## src/design/xxh32_pkg.sv

```systemverilog
package xxh32_pkg;

  localparam logic [31:0] K1 = 32'd2654435761;
  localparam logic [31:0] K2 = 32'd2246822519;
  localparam logic [31:0] K3 = 32'd3266489917;
  localparam logic [31:0] K4 = 32'd668265263;
  localparam logic [31:0] K5 = 32'd374761393;

  localparam int unsigned IN_TDATA_W  = 40;
  localparam int unsigned OUT_TDATA_W = 32;

  // One classified message item as it waits between the front and the back.
  typedef struct packed {
    logic [31:0] word;
    logic        push;    // word goes into the stripe buffer as four bytes
    logic        last;    // final item of the message
    logic [1:0]  nbytes;  // tail bytes to mix one by one (last item only)
  } item_t;

  typedef enum logic [4:0] {
    ST_IDLE,
    ST_FOLD_MUL,
    ST_FOLD_ROT,
    ST_FOLD_UPD,
    ST_MERGE,
    ST_ADD_LEN,
    ST_WORD_MUL,
    ST_WORD_ROT,
    ST_WORD_UPD,
    ST_BYTE_MUL,
    ST_BYTE_ROT,
    ST_BYTE_UPD,
    ST_AVAL1,
    ST_AVAL2,
    ST_AVAL3,
    ST_AVAL4,
    ST_OUT
  } state_t;

  function automatic logic [31:0] rotl32(input logic [31:0] v, input int unsigned n);
    return (v << n) | (v >> (32 - n));
  endfunction

endpackage

```

## src/design/xxhash32_stream_core.sv

```systemverilog
// A word that does not end a stripe is stored in the stripe buffer; one that completes a
// 16-byte stripe starts a fold (four lanes, three steps each, one shared multiplier). A last
// item adds the merge, the length add, three steps per leftover word and per tail byte, and the
// avalanche. Throughput: 1 word per cycle between stripe folds and message finishes.
// Reset: synchronous, active-low rst_n; the seed returns to zero and the message is cleared.
module xxhash32_stream_core
  import xxh32_pkg::*;
(
  input  logic                   clk,
  input  logic                   rst_n,
  // Message item input.
  input  logic                   in_tvalid,
  output logic                   in_tready,
  // Fields from bit 0 up: data_word [31:0], valid_bytes [34:32], zero padding [39:35].
  input  logic [IN_TDATA_W-1:0]  in_tdata,
  input  logic                   in_tlast,
  // Hash result output.
  output logic                   out_tvalid,
  input  logic                   out_tready,
  // Fields from bit 0 up: hash_value [31:0].
  output logic [OUT_TDATA_W-1:0] out_tdata,
  // Seed register write channel.
  input  logic                   cfg_valid,
  output logic                   cfg_ready,
  input  logic [31:0]            cfg_data
);

  // The front end holds the seed register and a two-entry queue of classified
  // items. Classification decides whether the word enters the stripe buffer as
  // four bytes and how many tail bytes the last item leaves for byte mixing.
  logic [31:0] seed;
  logic        q_valid;
  logic        q_ready;
  item_t       q_item;

  xxh32_front u_front (
    .clk       (clk),
    .rst_n     (rst_n),
    .in_tvalid (in_tvalid),
    .in_tready (in_tready),
    .in_tdata  (in_tdata),
    .in_tlast  (in_tlast),
    .cfg_valid (cfg_valid),
    .cfg_ready (cfg_ready),
    .cfg_data  (cfg_data),
    .seed      (seed),
    .q_valid   (q_valid),
    .q_ready   (q_ready),
    .q_item    (q_item)
  );

  // The back end runs the hash sequencer around one 32x32 multiplier whose
  // result is always registered. Stripe folds, the leftover word and byte
  // rounds and the avalanche all take turns on it.
  // The finished hash sits in an output register, so the next message can be
  // started while the result still waits to be taken.
  xxh32_back u_back (
    .clk        (clk),
    .rst_n      (rst_n),
    .seed       (seed),
    .q_valid    (q_valid),
    .q_ready    (q_ready),
    .q_item     (q_item),
    .out_tvalid (out_tvalid),
    .out_tready (out_tready),
    .out_tdata  (out_tdata)
  );

endmodule

```

## src/design/xxh32_front.sv

```systemverilog
module xxh32_front
  import xxh32_pkg::*;
(
  input  logic                  clk,
  input  logic                  rst_n,
  input  logic                  in_tvalid,
  output logic                  in_tready,
  input  logic [IN_TDATA_W-1:0] in_tdata,
  input  logic                  in_tlast,
  input  logic                  cfg_valid,
  output logic                  cfg_ready,
  input  logic [31:0]           cfg_data,
  output logic [31:0]           seed,
  output logic                  q_valid,
  input  logic                  q_ready,
  output item_t                 q_item
);

  item_t       q_mem_r [2];
  logic        wr_ptr_r, wr_ptr_nxt;
  logic        rd_ptr_r, rd_ptr_nxt;
  logic [1:0]  count_r, count_nxt;
  logic [31:0] seed_r, seed_nxt;
  logic [2:0]  vb;
  logic        full_word;
  item_t       cls;
  logic        do_push, do_pop;

  assign cfg_ready = 1'b1;
  assign seed      = seed_r;
  assign in_tready = (count_r != 2'd2);
  assign q_valid   = (count_r != 2'd0);
  assign q_item    = q_mem_r[rd_ptr_r];

  // A count of five to seven means four; it only matters on the last item.
  assign vb        = in_tdata[34:32];
  assign full_word = vb[2];

  always_comb begin
    cls.word   = in_tdata[31:0];
    cls.last   = in_tlast;
    cls.push   = !in_tlast || full_word;
    cls.nbytes = (in_tlast && !full_word) ? vb[1:0] : 2'd0;
  end

  assign do_push = in_tvalid && in_tready;
  assign do_pop  = q_valid && q_ready;

  always_comb begin
    wr_ptr_nxt = do_push ? !wr_ptr_r : wr_ptr_r;
    rd_ptr_nxt = do_pop ? !rd_ptr_r : rd_ptr_r;
    count_nxt  = count_r + {1'b0, do_push} - {1'b0, do_pop};
    seed_nxt   = (cfg_valid && cfg_ready) ? cfg_data : seed_r;
  end

  always_ff @(posedge clk) begin
    if (!rst_n) begin
      wr_ptr_r <= 1'b0;
      rd_ptr_r <= 1'b0;
      count_r  <= 2'd0;
      seed_r   <= 32'd0;
    end else begin
      wr_ptr_r <= wr_ptr_nxt;
      rd_ptr_r <= rd_ptr_nxt;
      count_r  <= count_nxt;
      seed_r   <= seed_nxt;
    end
  end

  always_ff @(posedge clk) begin
    if (do_push) begin
      q_mem_r[wr_ptr_r] <= cls;
    end
  end

endmodule

```

## src/design/xxh32_back.sv

```systemverilog
module xxh32_back
  import xxh32_pkg::*;
(
  input  logic                   clk,
  input  logic                   rst_n,
  input  logic [31:0]            seed,
  input  logic                   q_valid,
  output logic                   q_ready,
  input  item_t                  q_item,
  output logic                   out_tvalid,
  input  logic                   out_tready,
  output logic [OUT_TDATA_W-1:0] out_tdata
);

  state_t      state_r, state_nxt;
  logic [1:0]  idx_r, idx_nxt;
  logic [1:0]  fill_r, fill_nxt;
  logic [31:0] len_r, len_nxt;
  logic        seen_r, seen_nxt;
  logic        fin_r, fin_nxt;
  logic [1:0]  nb_r, nb_nxt;
  logic [31:0] word_r, word_nxt;
  logic [31:0] x_r, x_nxt;
  logic [31:0] h_r, h_nxt;
  logic [31:0] lane_r [4];
  logic [31:0] lane_nxt [4];
  logic [31:0] buf_r [4];
  logic [31:0] buf_nxt [4];
  logic        out_valid_r, out_valid_nxt;
  logic [31:0] out_data_r, out_data_nxt;

  logic [31:0] mul_a, mul_k, prod;
  logic        take, slot_free;

  assign q_ready    = (state_r == ST_IDLE);
  assign take       = q_valid && q_ready;
  assign slot_free  = !out_valid_r || out_tready;
  assign out_tvalid = out_valid_r;
  assign out_tdata  = out_data_r;

  // The single shared multiplier; its result is always registered.
  always_comb begin
    mul_a = x_r;
    mul_k = K1;
    case (state_r)
      ST_FOLD_MUL: begin
        mul_a = buf_r[idx_r];
        mul_k = K2;
      end
      ST_WORD_MUL: begin
        mul_a = buf_r[idx_r];
        mul_k = K3;
      end
      ST_WORD_UPD: mul_k = K4;
      ST_BYTE_MUL: begin
        mul_a = {24'd0, word_r[{idx_r, 3'b000} +: 8]};
        mul_k = K5;
      end
      ST_AVAL2: mul_k = K2;
      ST_AVAL4: mul_k = K3;
      default:  mul_k = K1;
    endcase
  end

  assign prod = mul_a * mul_k;

  always_comb begin
    state_nxt = state_r;
    case (state_r)
      ST_IDLE: begin
        if (take) begin
          if (q_item.push && fill_r == 2'd3) begin
            state_nxt = ST_FOLD_MUL;
          end else if (q_item.last) begin
            state_nxt = ST_MERGE;
          end
        end
      end
      ST_FOLD_MUL: state_nxt = ST_FOLD_ROT;
      ST_FOLD_ROT: state_nxt = ST_FOLD_UPD;
      ST_FOLD_UPD: begin
        if (idx_r == 2'd3) begin
          state_nxt = fin_r ? ST_MERGE : ST_IDLE;
        end else begin
          state_nxt = ST_FOLD_MUL;
        end
      end
      ST_MERGE: state_nxt = ST_ADD_LEN;
      ST_ADD_LEN: begin
        if (fill_r != 2'd0) begin
          state_nxt = ST_WORD_MUL;
        end else if (nb_r != 2'd0) begin
          state_nxt = ST_BYTE_MUL;
        end else begin
          state_nxt = ST_AVAL1;
        end
      end
      ST_WORD_MUL: state_nxt = ST_WORD_ROT;
      ST_WORD_ROT: state_nxt = ST_WORD_UPD;
      ST_WORD_UPD: begin
        if (idx_r + 2'd1 == fill_r) begin
          state_nxt = (nb_r != 2'd0) ? ST_BYTE_MUL : ST_AVAL1;
        end else begin
          state_nxt = ST_WORD_MUL;
        end
      end
      ST_BYTE_MUL: state_nxt = ST_BYTE_ROT;
      ST_BYTE_ROT: state_nxt = ST_BYTE_UPD;
      ST_BYTE_UPD: state_nxt = (idx_r + 2'd1 == nb_r) ? ST_AVAL1 : ST_BYTE_MUL;
      ST_AVAL1: state_nxt = ST_AVAL2;
      ST_AVAL2: state_nxt = ST_AVAL3;
      ST_AVAL3: state_nxt = ST_AVAL4;
      ST_AVAL4: state_nxt = ST_OUT;
      ST_OUT:   state_nxt = slot_free ? ST_IDLE : ST_OUT;
      default:  state_nxt = ST_IDLE;
    endcase
  end

  always_comb begin
    idx_nxt       = idx_r;
    fill_nxt      = fill_r;
    len_nxt       = len_r;
    seen_nxt      = seen_r;
    fin_nxt       = fin_r;
    nb_nxt        = nb_r;
    word_nxt      = word_r;
    x_nxt         = x_r;
    h_nxt         = h_r;
    lane_nxt      = lane_r;
    buf_nxt       = buf_r;
    out_valid_nxt = out_valid_r && !out_tready;
    out_data_nxt  = out_data_r;
    case (state_r)
      ST_IDLE: begin
        idx_nxt = 2'd0;
        if (take) begin
          word_nxt = q_item.word;
          nb_nxt   = q_item.nbytes;
          fin_nxt  = q_item.last;
          if (q_item.push) begin
            buf_nxt[fill_r] = q_item.word;
            fill_nxt        = fill_r + 2'd1;
            len_nxt         = len_r + 32'd4;
            if (fill_r == 2'd3 && !seen_r) begin
              lane_nxt[0] = seed + K1 + K2;
              lane_nxt[1] = seed + K2;
              lane_nxt[2] = seed;
              lane_nxt[3] = seed - K1;
            end
          end else begin
            len_nxt = len_r + {30'd0, q_item.nbytes};
          end
        end
      end
      ST_FOLD_MUL: x_nxt = prod;
      ST_FOLD_ROT: x_nxt = rotl32(lane_r[idx_r] + x_r, 13);
      ST_FOLD_UPD: begin
        lane_nxt[idx_r] = prod;
        idx_nxt         = idx_r + 2'd1;
        if (idx_r == 2'd3) begin
          seen_nxt = 1'b1;
        end
      end
      ST_MERGE: begin
        if (seen_r) begin
          h_nxt = rotl32(lane_r[0], 1) + rotl32(lane_r[1], 7)
                + rotl32(lane_r[2], 12) + rotl32(lane_r[3], 18);
        end else begin
          h_nxt = seed + K5;
        end
      end
      ST_ADD_LEN: begin
        h_nxt   = h_r + len_r;
        idx_nxt = 2'd0;
      end
      ST_WORD_MUL: x_nxt = prod;
      ST_WORD_ROT: x_nxt = rotl32(h_r + x_r, 17);
      ST_WORD_UPD: begin
        h_nxt   = prod;
        idx_nxt = (idx_r + 2'd1 == fill_r) ? 2'd0 : idx_r + 2'd1;
      end
      ST_BYTE_MUL: x_nxt = prod;
      ST_BYTE_ROT: x_nxt = rotl32(h_r + x_r, 11);
      ST_BYTE_UPD: begin
        h_nxt   = prod;
        idx_nxt = idx_r + 2'd1;
      end
      ST_AVAL1: x_nxt = h_r ^ (h_r >> 15);
      ST_AVAL2: h_nxt = prod;
      ST_AVAL3: x_nxt = h_r ^ (h_r >> 13);
      ST_AVAL4: h_nxt = prod;
      ST_OUT: begin
        if (slot_free) begin
          out_valid_nxt = 1'b1;
          out_data_nxt  = h_r ^ (h_r >> 16);
          fill_nxt      = 2'd0;
          len_nxt       = 32'd0;
          seen_nxt      = 1'b0;
          fin_nxt       = 1'b0;
        end
      end
      default: idx_nxt = 2'd0;
    endcase
  end

  always_ff @(posedge clk) begin
    if (!rst_n) begin
      state_r     <= ST_IDLE;
      idx_r       <= 2'd0;
      fill_r      <= 2'd0;
      len_r       <= 32'd0;
      seen_r      <= 1'b0;
      fin_r       <= 1'b0;
      out_valid_r <= 1'b0;
    end else begin
      state_r     <= state_nxt;
      idx_r       <= idx_nxt;
      fill_r      <= fill_nxt;
      len_r       <= len_nxt;
      seen_r      <= seen_nxt;
      fin_r       <= fin_nxt;
      out_valid_r <= out_valid_nxt;
    end
  end

  always_ff @(posedge clk) begin
    nb_r       <= nb_nxt;
    word_r     <= word_nxt;
    x_r        <= x_nxt;
    h_r        <= h_nxt;
    lane_r     <= lane_nxt;
    buf_r      <= buf_nxt;
    out_data_r <= out_data_nxt;
  end

endmodule

```

## config.mk

```make
export PLATFORM = sky130hd
export DESIGN_NAME = xxhash32_stream_core
export DESIGN_NICKNAME = d
export VERILOG_FILES = /design/src/design/xxh32_pkg.sv /design/src/design/xxhash32_stream_core.sv /design/src/design/xxh32_front.sv /design/src/design/xxh32_back.sv
export SDC_FILE = /design/constraint.sdc
export NUM_CORES = 2
export LEC_CHECK = 0
export BUFFER_PORTS_ARGS = -buffer_cell sky130_fd_sc_hd__buf_2
export CAP_MARGIN = 20
export CORE_MARGIN = 5
export CORE_UTILIZATION = 50
export CTS_BUF_LIST = sky130_fd_sc_hd__clkbuf_4
export CTS_CLUSTER_SIZE = 24
export DETAILED_ROUTE_END_ITERATION = 8
export PLACE_DENSITY = 0.64
export SYNTH_ARGS = -nofsm -noshare
export SYNTH_HDL_FRONTEND = slang
export SYNTH_SLANG_ARGS = --single-unit
```

## constraint.sdc

```tcl
create_clock -name clk -period 9.9 [get_ports clk]
set_input_delay 1.485 -clock clk [delete_from_list [all_inputs] [get_ports clk]]
set_output_delay 1.485 -clock clk [all_outputs]
set_load 0.01 [all_outputs]
```

==> impl_results.rst <==
.. list-table::
   :header-rows: 1

   * - Metric
     - Value
   * - Cell type with the highest occurrence count on the critical path
     - sky130_fd_sc_hd__fa_1
   * - Post-synth top flop
     - sky130_fd_sc_hd__edfxtp_1
   * - Die footprint
     - 102000 um^2
   * - Startpoint of the lowest-slack register-to-register path
     - u_back.state_r[1]
   * - Seq/Total Area, Yosys
     - 32.3%
   * - Post-DP HPWL
     - 135 mm
   * - Share of cells above drive strength 1
     - 14.1%
   * - Number of rows created at floorplan
     - 113
   * - Detail-routed via count per cell
     - 6.08
   * - Launching element type of the critical path
     - flop
   * - GPL Wtd Cong
     - 1.05
   * - Buffers on Ports
     - 106
   * - Clock insertion delay at the later pin of the skew report
     - 1.01 ns
   * - Number of DRC markers after the initial detailed-route iteration
     - 4570
   * - Destination of the critical timing path
     - u_back.h_r[30]
   * - Setup repair after global routing missed its margin
     - false
   * - Number of nets in the layout
     - 5470
   * - Synth warn
     - 0
   * - Layout Cells excl Fill
     - 6040
   * - Vert. Die Dim
     - 319 um
   * - Post-synthesis sequential element count
     - 539
   * - Instance count of the mapped netlist
     - 4489
   * - Worst Max-Slew Pin Slew
     - 1.26 ns
   * - Number of antenna violations at the first check in global routing
     - 11
   * - Number of levels the H-tree was split into
     - 4
   * - Number of synthesized flops with an enable pin
     - 458
   * - Post-route clock period utilization
     - 95.2%
   * - Sum of negative setup slack
     - 0 ns
   * - Final setup skew
     - 0.0677 ns
   * - Crit. Startpoint
     - u_back.state_r[1]
   * - TritonCTS clock tree
     - done
   * - Tot GR Track Use
     - 33.1%
   * - Count of hold-fix buffers inserted at cts
     - 0
   * - Clock-pin slew reported for the worst setup and hold paths after clock tree synthesis
     - 0.07 ns
   * - Setup bufs post-CTS
     - 0
   * - Number of gates resized after CTS
     - 0
   * - Critical Path Max Stage Delay
     - 0.56 ns
   * - Max Fclk
     - 106 MHz
   * - Die extent in x
     - 319 um
   * - Routed WL per cell
     - 28.3 um
   * - Endpoint arrival time on the critical path
     - 10.16 ns
   * - Synthesized cell area
     - 47600 um^2
   * - Area fraction of the dominant cell type after synthesis
     - 28.9%
   * - Worst-case register-to-register setup slack
     - 0.47 ns
   * - Clk sinks
     - 539
   * - Synth top area cells
     - sky130_fd_sc_hd__edfxtp_1, sky130_fd_sc_hd__fa_1, sky130_fd_sc_hd__ha_1
   * - Max-slew headroom at the worst pin
     - 15.2%
   * - Final Critical Period
     - 9.43 ns
   * - Fillers
     - 8476
   * - Maximum net fanout on the critical path
     - 29
   * - Antenna violation net count after detailed routing
     - 0
   * - Number of optimization iterations in the first detailed-route pass
     - 8
   * - Hold Crit Class
     - flop to flop
   * - Detailed Route WL
     - 171 mm
   * - Cts bufs inserted
     - 140
   * - Final setup vio count
     - 0
   * - Buffer depth of the longest clock path
     - 3
   * - Endpoint kind of the worst setup timing path
     - flop
   * - Post-synth top area cell
     - sky130_fd_sc_hd__edfxtp_1
   * - Max-cap viol count
     - 0
   * - Clk root buf
     - sky130_fd_sc_hd__clkbuf_4
   * - Most instantiated cells after synthesis
     - sky130_fd_sc_hd__inv_1, sky130_fd_sc_hd__fa_1, sky130_fd_sc_hd__edfxtp_1, sky130_fd_sc_hd__nand2_1, sky130_fd_sc_hd__nor2_1
   * - Via count of the first global-routing pass
     - 36100
   * - Terminus of the critical flop-to-flop path
     - u_back.h_r[30]
   * - Global-route wire length before repair
     - 246 mm
   * - Number of placed instances, taps included
     - 5773
   * - Worst R2R Path Depth
     - 30
   * - Async SR Flop Fraction
     - 0%
   * - Placeable Area
     - 94700 um^2
   * - Number of max-slew violations in the final report
     - 0
   * - CP required
     - 10.63 ns
   * - Sum of overflow across all layers after global routing
     - 0
   * - Number of top-level pins
     - 113
   * - Crit Path Category
     - flop to flop
   * - Outcome
     - finished clean
   * - Most frequent cell after synthesis
     - sky130_fd_sc_hd__inv_1
   * - Count of unique library cells instantiated by Yosys
     - 101
   * - Pin count of the biggest net entering global routing
     - 80
   * - Syn Area/Cell
     - 10.6 um^2
   * - Standard cell with the maximum stage delay on the critical path
     - sky130_fd_sc_hd__fa_1
   * - Residual DRC
     - 0
   * - Via count
     - 36700
   * - Effective utilization at floorplan
     - 50.3%
   * - Synth Net Count
     - 5306
   * - Signed area change from the synthesized netlist to the final layout
     - 8.94%
   * - Final Hold Vio Count
     - 0
## worst min path at each step
stage | end | depth (start not counted) | start
2_1_floorplan | u_back.out_tdata[31] | 0 | u_back.h_r[31]
3_3_place_gp | u_back.fin_r | 2 | u_back.fin_r
3_5_place_dp | u_back.fin_r | 2 | u_back.fin_r
4_1_cts | u_back.fin_r | 2 | u_back.fin_r
5_1_grt | u_back.len_r[16] | 2 | u_back.len_r[16]
6_report | u_back.fin_r | 2 | u_back.fin_r
## state kept, by name, summed over array words and instances, names as in the netlist, named ones only
register,cells
u_front.seed,32
u_back.nb_r,2
u_back.fill_r,2
u_back.out_tdata,32
u_back.len_r,32
u_back.state_r,5
u_back.x_r,32
u_back.lane_r,128
u_back.word_r,32
u_front.rd_ptr_r,1
u_front.q_mem_r,72
u_back.seen_r,1
u_back.fin_r,1
u_back.buf_r,128
u_back.idx_r,2
u_front.wr_ptr_r,1
u_front.count_r,2
u_back.out_tvalid,1
u_back.h_r,32
## kinds of logic after synthesis
group                      count (synthesis)  synth area share [%]
buffers and inverters                    735                  6.13
AOI/OAI and AO/OA                        879                  12.3
other                                      1               0.00787
DFF                                      539                  32.3
xor gates and xnor gates                 367                  6.81
muxes                                    178                  5.79
and+or+nand+nor                         1051                  10.1
adders and majority gates                739                  26.7
## critical path: cells and delay by family (launching register included)
kind	cells	cell delay, ns
adders and majority gates	9	3.98
AOI/OAI and AO/OA	9	2.43
buffers and inverters	6	0.85
DFF	1	0.42
xor gates and xnor gates	1	0.29
and+or+nand+nor	5	1.20
## metrics by stage
step	area (um^2)	setup slack (ns)	hold WS (ns)	utilization, %
finish	51900	0.471	0.509	54.8
global route	51900	0.0162	0.545	54.8
CTS	51800	0.439	0.513	54.7
detailed placement	49900	0.546	0.497	52.7
global placement	49900	0.563	0.484	52.6
floorplan	47600	1.07	0.424	-
## per-layer routing
layer  global-route usage, %  vias to the layer above  part of all wire (%)
met5                       0                        -                 0.032
met4                    13.6                        8                   4.9
met3                    9.43                      438                    12
met2                    48.6                     2223                    43
met1                    46.4                    18100                    41
li1                        -                    16000                     -
## placed cells by master, fill, tap and decap left out, types with 169 or more instances in the layout
cell type	instances
sky130_fd_sc_hd__o21ai_0	171
sky130_fd_sc_hd__edfxtp_1	458
sky130_fd_sc_hd__ha_1	278
sky130_fd_sc_hd__inv_1	513
sky130_fd_sc_hd__fa_1	461
sky130_fd_sc_hd__nand2_1	366
sky130_fd_sc_hd__xnor2_1	195
sky130_fd_sc_hd__nor2_1	308
sky130_fd_sc_hd__xor2_1	169
sky130_fd_sc_hd__a21oi_1	203
sky130_fd_sc_hd__clkbuf_4	214
## area by class of cell
class	count	area (um^2)	share of cell area (%)
antenna	7	17.5	0.0337
clock buffer	214	1610	3.10
clock inverter	43	315	0.607
inverter	523	1960	3.78
multi-input combinational	3215	29500	56.8
sequential	539	15400	29.6
tap	1265	1580	3.05
timing repair buffer	234	1570	3.02
Power is left out: the tool's default activity adds up to more than one toggle a clock period on the data nets, which glitch-free logic cannot reach.
